### src/rtl/core/oal_pkg.sv
// Shared constants, types and codes for the ordered array list engine.
`default_nettype none
package oal_pkg;

    localparam int CAPACITY = 128;
    localparam int ADDR_W   = $clog2(CAPACITY);
    localparam int COUNT_W  = 8;
    localparam int DATA_W   = 32;
    localparam int POS_W    = 8;
    localparam int FOUND_W  = 7;

    typedef logic [2:0] t_op;
    typedef logic [1:0] t_status;

    localparam t_op OP_INSERT = 3'd0;
    localparam t_op OP_UPDATE = 3'd1;
    localparam t_op OP_DELETE = 3'd2;
    localparam t_op OP_SEARCH = 3'd3;
    localparam t_op OP_READ   = 3'd4;

    localparam t_status ST_OK        = 2'd0;
    localparam t_status ST_BAD_POS   = 2'd1;
    localparam t_status ST_NOT_FOUND = 2'd2;
    localparam t_status ST_BAD_OP    = 2'd3;

endpackage
`default_nettype wire

### src/rtl/core/oal_ram.sv
// Generic simple dual-port RAM, one write and one registered read per cycle.
`default_nettype none
module oal_ram #(
    parameter int DEPTH = 128,
    parameter int WIDTH = 32,
    parameter int AW    = $clog2(DEPTH)
) (
    input  wire logic             i_clk,
    input  wire logic             i_wr_en,
    input  wire logic [AW-1:0]    i_wr_addr,
    input  wire logic [WIDTH-1:0] i_wr_data,
    input  wire logic             i_rd_en,
    input  wire logic [AW-1:0]    i_rd_addr,
    output logic      [WIDTH-1:0] o_rd_data
);

    logic [WIDTH-1:0] r_mem [DEPTH];

    always_ff @(posedge i_clk) begin
        if (i_wr_en) begin
            r_mem[i_wr_addr] <= i_wr_data;
        end
    end

    always_ff @(posedge i_clk) begin
        if (i_rd_en) begin
            o_rd_data <= r_mem[i_rd_addr];
        end
    end

endmodule
`default_nettype wire

### src/rtl/core/oal_ctrl.sv
// Request sequencer: checks, shift/search sweeps over the RAM, result register.
`default_nettype none
module oal_ctrl (
    input  wire logic                           i_clk,
    input  wire logic                           i_rst_n,
    input  wire logic                           start,
    output logic                                busy,
    input  wire oal_pkg::t_op                   i_operation,
    input  wire logic [oal_pkg::POS_W-1:0]      i_position,
    input  wire logic [oal_pkg::DATA_W-1:0]     i_item_value,
    output logic                                o_wr_en,
    output logic [oal_pkg::ADDR_W-1:0]          o_wr_addr,
    output logic [oal_pkg::DATA_W-1:0]          o_wr_data,
    output logic                                o_rd_en,
    output logic [oal_pkg::ADDR_W-1:0]          o_rd_addr,
    input  wire logic [oal_pkg::DATA_W-1:0]     i_rd_data,
    output logic                                o_done,
    output oal_pkg::t_status                    o_status,
    output logic [oal_pkg::FOUND_W-1:0]         o_found_index,
    output logic [oal_pkg::DATA_W-1:0]          o_read_value,
    output logic [oal_pkg::COUNT_W-1:0]         o_entry_count
);
    import oal_pkg::*;

    localparam logic [1:0] S_IDLE  = 2'd0;
    localparam logic [1:0] S_RUN   = 2'd1;
    localparam logic [1:0] S_FINAL = 2'd2;

    localparam logic [COUNT_W-1:0] CAP_CNT = COUNT_W'(CAPACITY);

    logic [1:0]          r_state,   n_state;
    logic [COUNT_W-1:0]  r_count,   n_count;
    t_op                 r_op,      n_op;
    logic [ADDR_W-1:0]   r_pos,     n_pos;
    logic [DATA_W-1:0]   r_val,     n_val;
    logic [ADDR_W-1:0]   r_next,    n_next;
    logic [ADDR_W-1:0]   r_end,     n_end;
    logic                r_more,    n_more;
    logic                r_rd_pend, n_rd_pend;
    logic [ADDR_W-1:0]   r_rd_addr, n_rd_addr;
    logic                r_rd_last, n_rd_last;
    logic                r_done,    n_done;
    t_status             r_status,  n_status;
    logic [FOUND_W-1:0]  r_found,   n_found;
    logic [DATA_W-1:0]   r_rdata,   n_rdata;

    logic [COUNT_W-1:0]  pos_c;
    logic [COUNT_W-1:0]  count_m1;

    assign pos_c    = COUNT_W'(i_position);
    assign count_m1 = r_count - COUNT_W'(1);

    always_comb begin
        n_state   = r_state;
        n_count   = r_count;
        n_op      = r_op;
        n_pos     = r_pos;
        n_val     = r_val;
        n_next    = r_next;
        n_end     = r_end;
        n_more    = r_more;
        n_rd_pend = r_rd_pend;
        n_rd_addr = r_rd_addr;
        n_rd_last = r_rd_last;
        n_done    = 1'b0;
        n_status  = ST_OK;
        n_found   = '0;
        n_rdata   = '0;
        o_wr_en   = 1'b0;
        o_wr_addr = r_pos;
        o_wr_data = r_val;
        o_rd_en   = 1'b0;
        o_rd_addr = r_next;

        unique case (r_state)
            S_IDLE: begin
                if (start) begin
                    n_op      = i_operation;
                    n_pos     = i_position[ADDR_W-1:0];
                    n_val     = i_item_value;
                    n_more    = 1'b1;
                    n_rd_pend = 1'b0;
                    n_rd_last = 1'b0;
                    unique case (i_operation)
                        OP_INSERT: begin
                            if (pos_c <= r_count && r_count < CAP_CNT) begin
                                if (pos_c == r_count) begin
                                    o_wr_en   = 1'b1;
                                    o_wr_addr = i_position[ADDR_W-1:0];
                                    o_wr_data = i_item_value;
                                    n_count   = r_count + COUNT_W'(1);
                                    n_done    = 1'b1;
                                end else begin
                                    n_next  = count_m1[ADDR_W-1:0];
                                    n_end   = i_position[ADDR_W-1:0];
                                    n_state = S_RUN;
                                end
                            end else begin
                                n_done   = 1'b1;
                                n_status = ST_BAD_POS;
                            end
                        end
                        OP_UPDATE: begin
                            n_done = 1'b1;
                            if (pos_c < r_count) begin
                                o_wr_en   = 1'b1;
                                o_wr_addr = i_position[ADDR_W-1:0];
                                o_wr_data = i_item_value;
                            end else begin
                                n_status = ST_BAD_POS;
                            end
                        end
                        OP_DELETE: begin
                            if (pos_c < r_count) begin
                                if (pos_c == count_m1) begin
                                    n_count = count_m1;
                                    n_done  = 1'b1;
                                end else begin
                                    n_next  = i_position[ADDR_W-1:0] + ADDR_W'(1);
                                    n_end   = count_m1[ADDR_W-1:0];
                                    n_state = S_RUN;
                                end
                            end else begin
                                n_done   = 1'b1;
                                n_status = ST_BAD_POS;
                            end
                        end
                        OP_SEARCH: begin
                            if (r_count == '0) begin
                                n_done   = 1'b1;
                                n_status = ST_NOT_FOUND;
                            end else begin
                                n_next  = '0;
                                n_end   = count_m1[ADDR_W-1:0];
                                n_state = S_RUN;
                            end
                        end
                        OP_READ: begin
                            if (pos_c < r_count) begin
                                n_next  = i_position[ADDR_W-1:0];
                                n_end   = i_position[ADDR_W-1:0];
                                n_state = S_RUN;
                            end else begin
                                n_done   = 1'b1;
                                n_status = ST_BAD_POS;
                            end
                        end
                        default: begin
                            n_done   = 1'b1;
                            n_status = ST_BAD_OP;
                        end
                    endcase
                end
            end
            S_RUN: begin
                // issue the next sweep read while consuming the previous one
                o_rd_en   = r_more;
                o_rd_addr = r_next;
                n_more    = r_more && (r_next != r_end);
                n_next    = (r_op == OP_INSERT) ? r_next - ADDR_W'(1) : r_next + ADDR_W'(1);
                n_rd_pend = r_more;
                n_rd_addr = r_next;
                n_rd_last = r_more && (r_next == r_end);
                if (r_rd_pend) begin
                    unique case (r_op)
                        OP_INSERT: begin
                            o_wr_en   = 1'b1;
                            o_wr_addr = r_rd_addr + ADDR_W'(1);
                            o_wr_data = i_rd_data;
                            if (r_rd_last) begin
                                n_state = S_FINAL;
                            end
                        end
                        OP_DELETE: begin
                            o_wr_en   = 1'b1;
                            o_wr_addr = r_rd_addr - ADDR_W'(1);
                            o_wr_data = i_rd_data;
                            if (r_rd_last) begin
                                n_count = count_m1;
                                n_done  = 1'b1;
                                n_state = S_IDLE;
                            end
                        end
                        OP_SEARCH: begin
                            if (i_rd_data == r_val) begin
                                n_found = FOUND_W'(r_rd_addr);
                                n_done  = 1'b1;
                                n_state = S_IDLE;
                            end else if (r_rd_last) begin
                                n_status = ST_NOT_FOUND;
                                n_done   = 1'b1;
                                n_state  = S_IDLE;
                            end
                        end
                        default: begin
                            n_rdata = i_rd_data;
                            n_done  = 1'b1;
                            n_state = S_IDLE;
                        end
                    endcase
                end
            end
            S_FINAL: begin
                o_wr_en   = 1'b1;
                o_wr_addr = r_pos;
                o_wr_data = r_val;
                n_count   = r_count + COUNT_W'(1);
                n_done    = 1'b1;
                n_state   = S_IDLE;
            end
            default: begin
                n_state = S_IDLE;
            end
        endcase
    end

    always_ff @(posedge i_clk) begin
        if (!i_rst_n) begin
            r_state   <= S_IDLE;
            r_count   <= '0;
            r_more    <= 1'b0;
            r_rd_pend <= 1'b0;
            r_rd_last <= 1'b0;
            r_done    <= 1'b0;
        end else begin
            r_state   <= n_state;
            r_count   <= n_count;
            r_more    <= n_more;
            r_rd_pend <= n_rd_pend;
            r_rd_last <= n_rd_last;
            r_done    <= n_done;
        end
    end

    always_ff @(posedge i_clk) begin
        r_op      <= n_op;
        r_pos     <= n_pos;
        r_val     <= n_val;
        r_next    <= n_next;
        r_end     <= n_end;
        r_rd_addr <= n_rd_addr;
        r_status  <= n_status;
        r_found   <= n_found;
        r_rdata   <= n_rdata;
    end

    assign busy          = (r_state != S_IDLE);
    assign o_done        = r_done;
    assign o_status      = r_status;
    assign o_found_index = r_found;
    assign o_read_value  = r_rdata;
    assign o_entry_count = r_count;

endmodule
`default_nettype wire

### src/rtl/core/ordered_array_list_engine_unit.sv
// Top level of the ordered array list engine: sequencer plus entry RAM.
// A request is taken when start is high and busy is low; exactly one result
// follows, shown for one cycle with o_done high, and cannot be held off by the
// receiver. Refused requests, update, insert at the end and delete of the last
// entry finish straight from idle, with the result in the next cycle. Read,
// search, insert at position p and delete at p instead run a sweep: the shift
// and search sweeps move one entry per cycle through the single read and single
// write port of the entry RAM, reading one address ahead of the write. busy is
// high for the whole sweep. The list resets empty.
`default_nettype none
module ordered_array_list_engine_unit (
    input  wire logic                              i_clk,
    input  wire logic                              i_rst_n,
    input  wire logic                              start,
    output logic                                   busy,
    input  wire logic [2:0]                        i_operation,
    input  wire logic [oal_pkg::POS_W-1:0]         i_position,
    input  wire logic signed [oal_pkg::DATA_W-1:0] i_item_value,
    output logic                                   o_done,
    output logic [1:0]                             o_status,
    output logic [oal_pkg::FOUND_W-1:0]            o_found_index,
    output logic signed [oal_pkg::DATA_W-1:0]      o_read_value,
    output logic [oal_pkg::COUNT_W-1:0]            o_entry_count
);
    import oal_pkg::*;

    logic                wr_en;
    logic [ADDR_W-1:0]   wr_addr;
    logic [DATA_W-1:0]   wr_data;
    logic                rd_en;
    logic [ADDR_W-1:0]   rd_addr;
    logic [DATA_W-1:0]   rd_data;
    logic [DATA_W-1:0]   read_value;

    oal_ctrl u_ctrl (
        .i_clk         (i_clk),
        .i_rst_n       (i_rst_n),
        .start         (start),
        .busy          (busy),
        .i_operation   (i_operation),
        .i_position    (i_position),
        .i_item_value  (i_item_value),
        .o_wr_en       (wr_en),
        .o_wr_addr     (wr_addr),
        .o_wr_data     (wr_data),
        .o_rd_en       (rd_en),
        .o_rd_addr     (rd_addr),
        .i_rd_data     (rd_data),
        .o_done        (o_done),
        .o_status      (o_status),
        .o_found_index (o_found_index),
        .o_read_value  (read_value),
        .o_entry_count (o_entry_count)
    );

    oal_ram #(
        .DEPTH (CAPACITY),
        .WIDTH (DATA_W)
    ) u_ram (
        .i_clk     (i_clk),
        .i_wr_en   (wr_en),
        .i_wr_addr (wr_addr),
        .i_wr_data (wr_data),
        .i_rd_en   (rd_en),
        .i_rd_addr (rd_addr),
        .o_rd_data (rd_data)
    );

    assign o_read_value = signed'(read_value);

endmodule
`default_nettype wire

### config.mk
export PLATFORM = sky130hd
export DESIGN_NAME = ordered_array_list_engine_unit
export DESIGN_NICKNAME = d
export VERILOG_FILES = /design/src/rtl/core/oal_pkg.sv /design/src/rtl/core/oal_ram.sv /design/src/rtl/core/oal_ctrl.sv /design/src/rtl/core/ordered_array_list_engine_unit.sv
export SDC_FILE = /design/constraint.sdc
export NUM_CORES = 2
export LEC_CHECK = 0
export ABC_CLOCK_PERIOD_IN_PS = 11600
export BUFFER_PORTS_ARGS = -buffer_cell sky130_fd_sc_hd__buf_2
export CORE_ASPECT_RATIO = 1.2
export CORE_MARGIN = 2
export CORE_UTILIZATION = 29
export DETAILED_ROUTE_END_ITERATION = 7
export PLACE_DENSITY = 0.41
export RECOVER_POWER = 100
export SYNTH_ARGS = -nofsm -noshare
export SYNTH_HDL_FRONTEND = slang
export SYNTH_SLANG_ARGS = --single-unit
### constraint.sdc
create_clock -name i_clk -period 11.6 [get_ports i_clk]
set_input_delay 2.32 -clock i_clk [delete_from_list [all_inputs] [get_ports i_clk]]
set_output_delay 2.32 -clock i_clk [all_outputs]
set_load 0.02 [all_outputs]
==> results.sh <==
export IMPL_crit_chain="buf_2 -> clkbuf_1 -> ha_1 -> nand4_1 -> or2_0 -> or4_1 -> o31a_1 -> o31a_1 -> a211oi_1 -> nand3_1 -> nor2_1 -> buf_4"
export IMPL_io_buffers=96
export IMPL_cp_max_fo=18
export IMPL_min_period_ps=9380
export IMPL_critical_path_class="in -> reg"
export IMPL_rows=302
export IMPL_setup_slack_ps=2220
export IMPL_max_slew_margin_pct=-138
export IMPL_regToRegEndpoint="u_ram.r_mem[52][3]$_DFFE_PP_"
export IMPL_max_freq_ghz=0.107
export IMPL_grt_pass1_vias=77900
export IMPL_cts_hold_buf=0
export IMPL_finalCritPeriodShare_pct=80.9
export IMPL_core_area_sq_um=563000
export IMPL_clk_latency_ps=1020
export IMPL_gr_usage_all_layers_pct=17.0
export IMPL_grt_pass1_wl_mm=676
export IMPL_tns_ps=0
export IMPL_dp_hpwl_mm=300
export IMPL_cts_resized=0
export IMPL_hold_path_cell_count=2
export IMPL_syn_nets=6896
export IMPL_power_mw=36.3
export IMPL_worst_slew_pin_slew_ps=3570
export IMPL_cts_sinks=4246
export IMPL_rsz0062_at_grt="no"
export IMPL_crit_path_start_kind="input port"
export IMPL_synth_cell_types=74
export IMPL_crit_top_cell="o31a_1"
export IMPL_ys_warn_count=0
export IMPL_worstPathArrival_ps=10040
export IMPL_wire_per_inst_microns=32.6
export IMPL_path_clk_slew_ps=60
export IMPL_synth_edff_count=4191
export IMPL_final_antenna_net_count=0
export IMPL_yosys_most_used_dff="edfxtp_1"
export IMPL_drc=0
export IMPL_async_reset_ff_share_pct=0
export IMPL_postCtsSetupBuffers=0
export IMPL_start_util_pct=29.1
export IMPL_synth_avg_cell_area_sq_um=24.0
export IMPL_timing_rr_start="u_ctrl.r_state[1]$_SDFFE_PN0P_"
export IMPL_finClkSkew_ps=59.4
export IMPL_clockRootBuffer="clkbuf_16"
export IMPL_ir_drop_v=0.000127
export IMPL_leakagePower_nw=57.2
export IMPL_cts_made_buffers=451
export IMPL_outcome="complete, but fails checks"
export IMPL_endpoint_kind="flip-flop"
export IMPL_final_max_slew_viol_count=2726
export IMPL_r2r_cells=12
export IMPL_grt_max_degree=123
export IMPL_nets=7310
export IMPL_synth_cells=6822
export IMPL_worstPathRequired_ps=12260
export IMPL_min_delay_start="u_ctrl.r_more$_SDFFE_PN0P_"
export IMPL_io_pins=97
export IMPL_cts_buffer_depth=4
export IMPL_drtIter0Drc=8113
export IMPL_syn_area_sq_um=164000
export IMPL_cpMaxStageDelayCell="nor2_1"
export IMPL_die_x_microns=691
export IMPL_firstDrtPassIters=6
export IMPL_globalplace_congestion=0.829
export IMPL_hold_viol_final=0
export IMPL_antenna_found_initial=49
export IMPL_ys_seq_area_share_pct=77.4
export IMPL_fp_dieArea_sq_um=572000
export IMPL_worst_r2r_setup_slack_ps=2480
export IMPL_final_cells=15200
export IMPL_finalWirelength_mm=495
export IMPL_synth_ff_latch_count=4246
export IMPL_htree_levels=5
export IMPL_violations="capacitance limit, slew limit"
export IMPL_critPathMaxStageDelay_ps=1480
export IMPL_vias=75200
export IMPL_hold_end="u_ctrl.r_more$_SDFFE_PN0P_"
export IMPL_hold_class="reg -> reg"
export IMPL_die_h_microns=828
export IMPL_dp_slack_ps=3610
export IMPL_cts_tree="done"
export IMPL_power_density_nw_per_um2=192
export IMPL_dp_cells=14200
export IMPL_viasPerCell=4.95
export IMPL_setup_violations_final=0
export IMPL_area_delta_synth_final_pct=15.6
export IMPL_max_cap_violations=77
export IMPL_overflow=0
export IMPL_drive_gt1_share_pct=30.2
==> cell type report <==
cell class                 count  area, sq um
fill                       52400       374000
tap                         7448         9320
timing repair buffer         334         2080
clock buffer                 553        11800
multi-input combinational   2143        36100
antenna                      121          303
sequential                  4246       127000
inverter                      60          298
clock inverter               287         2780
==> cell usage in the layout (no fill, tap or decap), types with 10 or more instances in the layout <==
cell type	netlist	layout
edfxtp_1	4191	4191
mux4_2	1312	1312
clkbuf_16	0	455
clkbuf_1	226	254
buf_4	1	147
diode_2	0	121
clkinv_1	2	106
clkinv_2	0	97
nor2_4	0	94
nor2_1	162	68
mux2i_1	71	66
dfxtp_1	55	55
nand2_1	48	48
bufinv_16	0	47
a21oi_1	46	45
a22oi_1	41	41
xor2_1	41	41
o21ai_0	35	37
o21a_1	34	35
nand3_1	34	33
xnor2_1	31	31
mux2_2	31	30
a222oi_1	30	30
inv_4	0	29
inv_1	57	27
and2_0	0	27
ha_1	26	25
and3_1	16	16
buf_12	0	16
nand4_1	14	14
clkinvlp_4	0	13
a211oi_1	10	11
inv_6	0	11
nor4_1	10	10
==> flip-flops by register name (all words and copies together), names as in the netlist <==
name and count:
u_ram.r_mem 4096, u_ctrl.o_read_value 32, u_ctrl.r_val 32, u_ram.o_rd_data 32, u_ctrl.o_entry_count 8, u_ctrl.o_found_index 7, u_ctrl.o_rd_addr 7, u_ctrl.r_end 7
u_ctrl.r_pos 7, u_ctrl.r_rd_addr 7, u_ctrl.r_op 3, u_ctrl.o_status 2, u_ctrl.r_state 2, u_ctrl.o_done 1, u_ctrl.r_more 1, u_ctrl.r_rd_last 1
u_ctrl.r_rd_pend 1
==> worst max-delay path: cells and delay by family <==
family	cells	cell delay [ps]
AND/OR/NAND/NOR	5	3620
buffers and inverters	3	1820
AO/OA/AOI/OAI	3	1790
adder cells (fa/ha/maj)	1	370
==> report_power, final <==
group,leakage [nW],internal [mW],switching (mW)
sequential,38.1,17.8,0.0450
combinational,11.9,1.10,2.98
clock,7.15,8.27,6.11
==> routing by layer <==
layer	wire length (microns)	vias up	global-route usage (%)
li1	-	30500	-
met1	215000	42100	23.2
met2	240000	2076	28.0
met3	24600	503	2.71
met4	15600	0	5.12
met5	0	-	0
==> metrics by stage <==
stage               utilization, %  hold slack (ps)  area [sq um]
floorplan                        -              424        164000
global placement              31.1              517        175000
detailed placement            31.1              518        175000
CTS                           33.7              538        190000
global route                  33.6              562        190000
finish                        33.7              533        190000
==> logic make-up after synthesis <==
group,after synthesis,synth area share [%]
flops,4246,77.4
compound gates,272,1.22
buf+inv,433,1.07
xor+xnor,72,0.384
fa+ha+maj,29,0.229
mux,1414,18.7
simple gates,356,1.03
==> cells in the mapped netlist, drive strengths merged (3+ instances only) <==
master / count / area share (%)
nor2b: 4 / 0.015
o21a: 35 / 0.16
nor2: 162 / 0.37
nand2: 48 / 0.11
a22oi: 41 / 0.19
o21ai: 39 / 0.12
a221oi: 3 / 0.016
clkbuf: 226 / 0.52
a222oi: 30 / 0.18
a31oi: 4 / 0.019
mux2: 31 / 0.21
a211oi: 12 / 0.061
o22ai: 5 / 0.019
nand3: 34 / 0.10
buf: 147 / 0.42
xor2: 41 / 0.22
inv: 58 / 0.13
o311ai: 3 / 0.016
mux2i: 71 / 0.43
o221ai: 4 / 0.021
o211ai: 6 / 0.027
edfxtp: 4191 / 77
ha: 26 / 0.20
and3: 16 / 0.061
o32ai: 3 / 0.016
a311o: 4 / 0.024
xnor2: 31 / 0.17
a21oi: 46 / 0.14
a311oi: 5 / 0.038
or4: 6 / 0.030
a21o: 9 / 0.041
nand3b: 4 / 0.018
nor3: 9 / 0.034
mux4: 1312 / 18
and2: 38 / 0.14
a211o: 5 / 0.027
nor4: 11 / 0.046
o31ai: 3 / 0.014
dfxtp: 55 / 0.67
nand4: 14 / 0.053
==> worst max path at each step <==
stage	startpoint	endpoint	cells after the start
floorplan	i_position[7]	u_ram.r_mem[0][31]$_DFFE_PP_	10
global placement	i_position[5]	u_ram.r_mem[45][18]$_DFFE_PP_	12
detailed placement	i_position[5]	u_ram.r_mem[45][22]$_DFFE_PP_	12
CTS	i_position[5]	u_ram.r_mem[45][22]$_DFFE_PP_	12
global route	u_ctrl.r_state[1]$_SDFFE_PN0P_	u_ram.r_mem[52][20]$_DFFE_PP_	12
finish	i_position[5]	u_ram.r_mem[52][3]$_DFFE_PP_	12
Note: power is estimated with default switching activity, not from simulation.
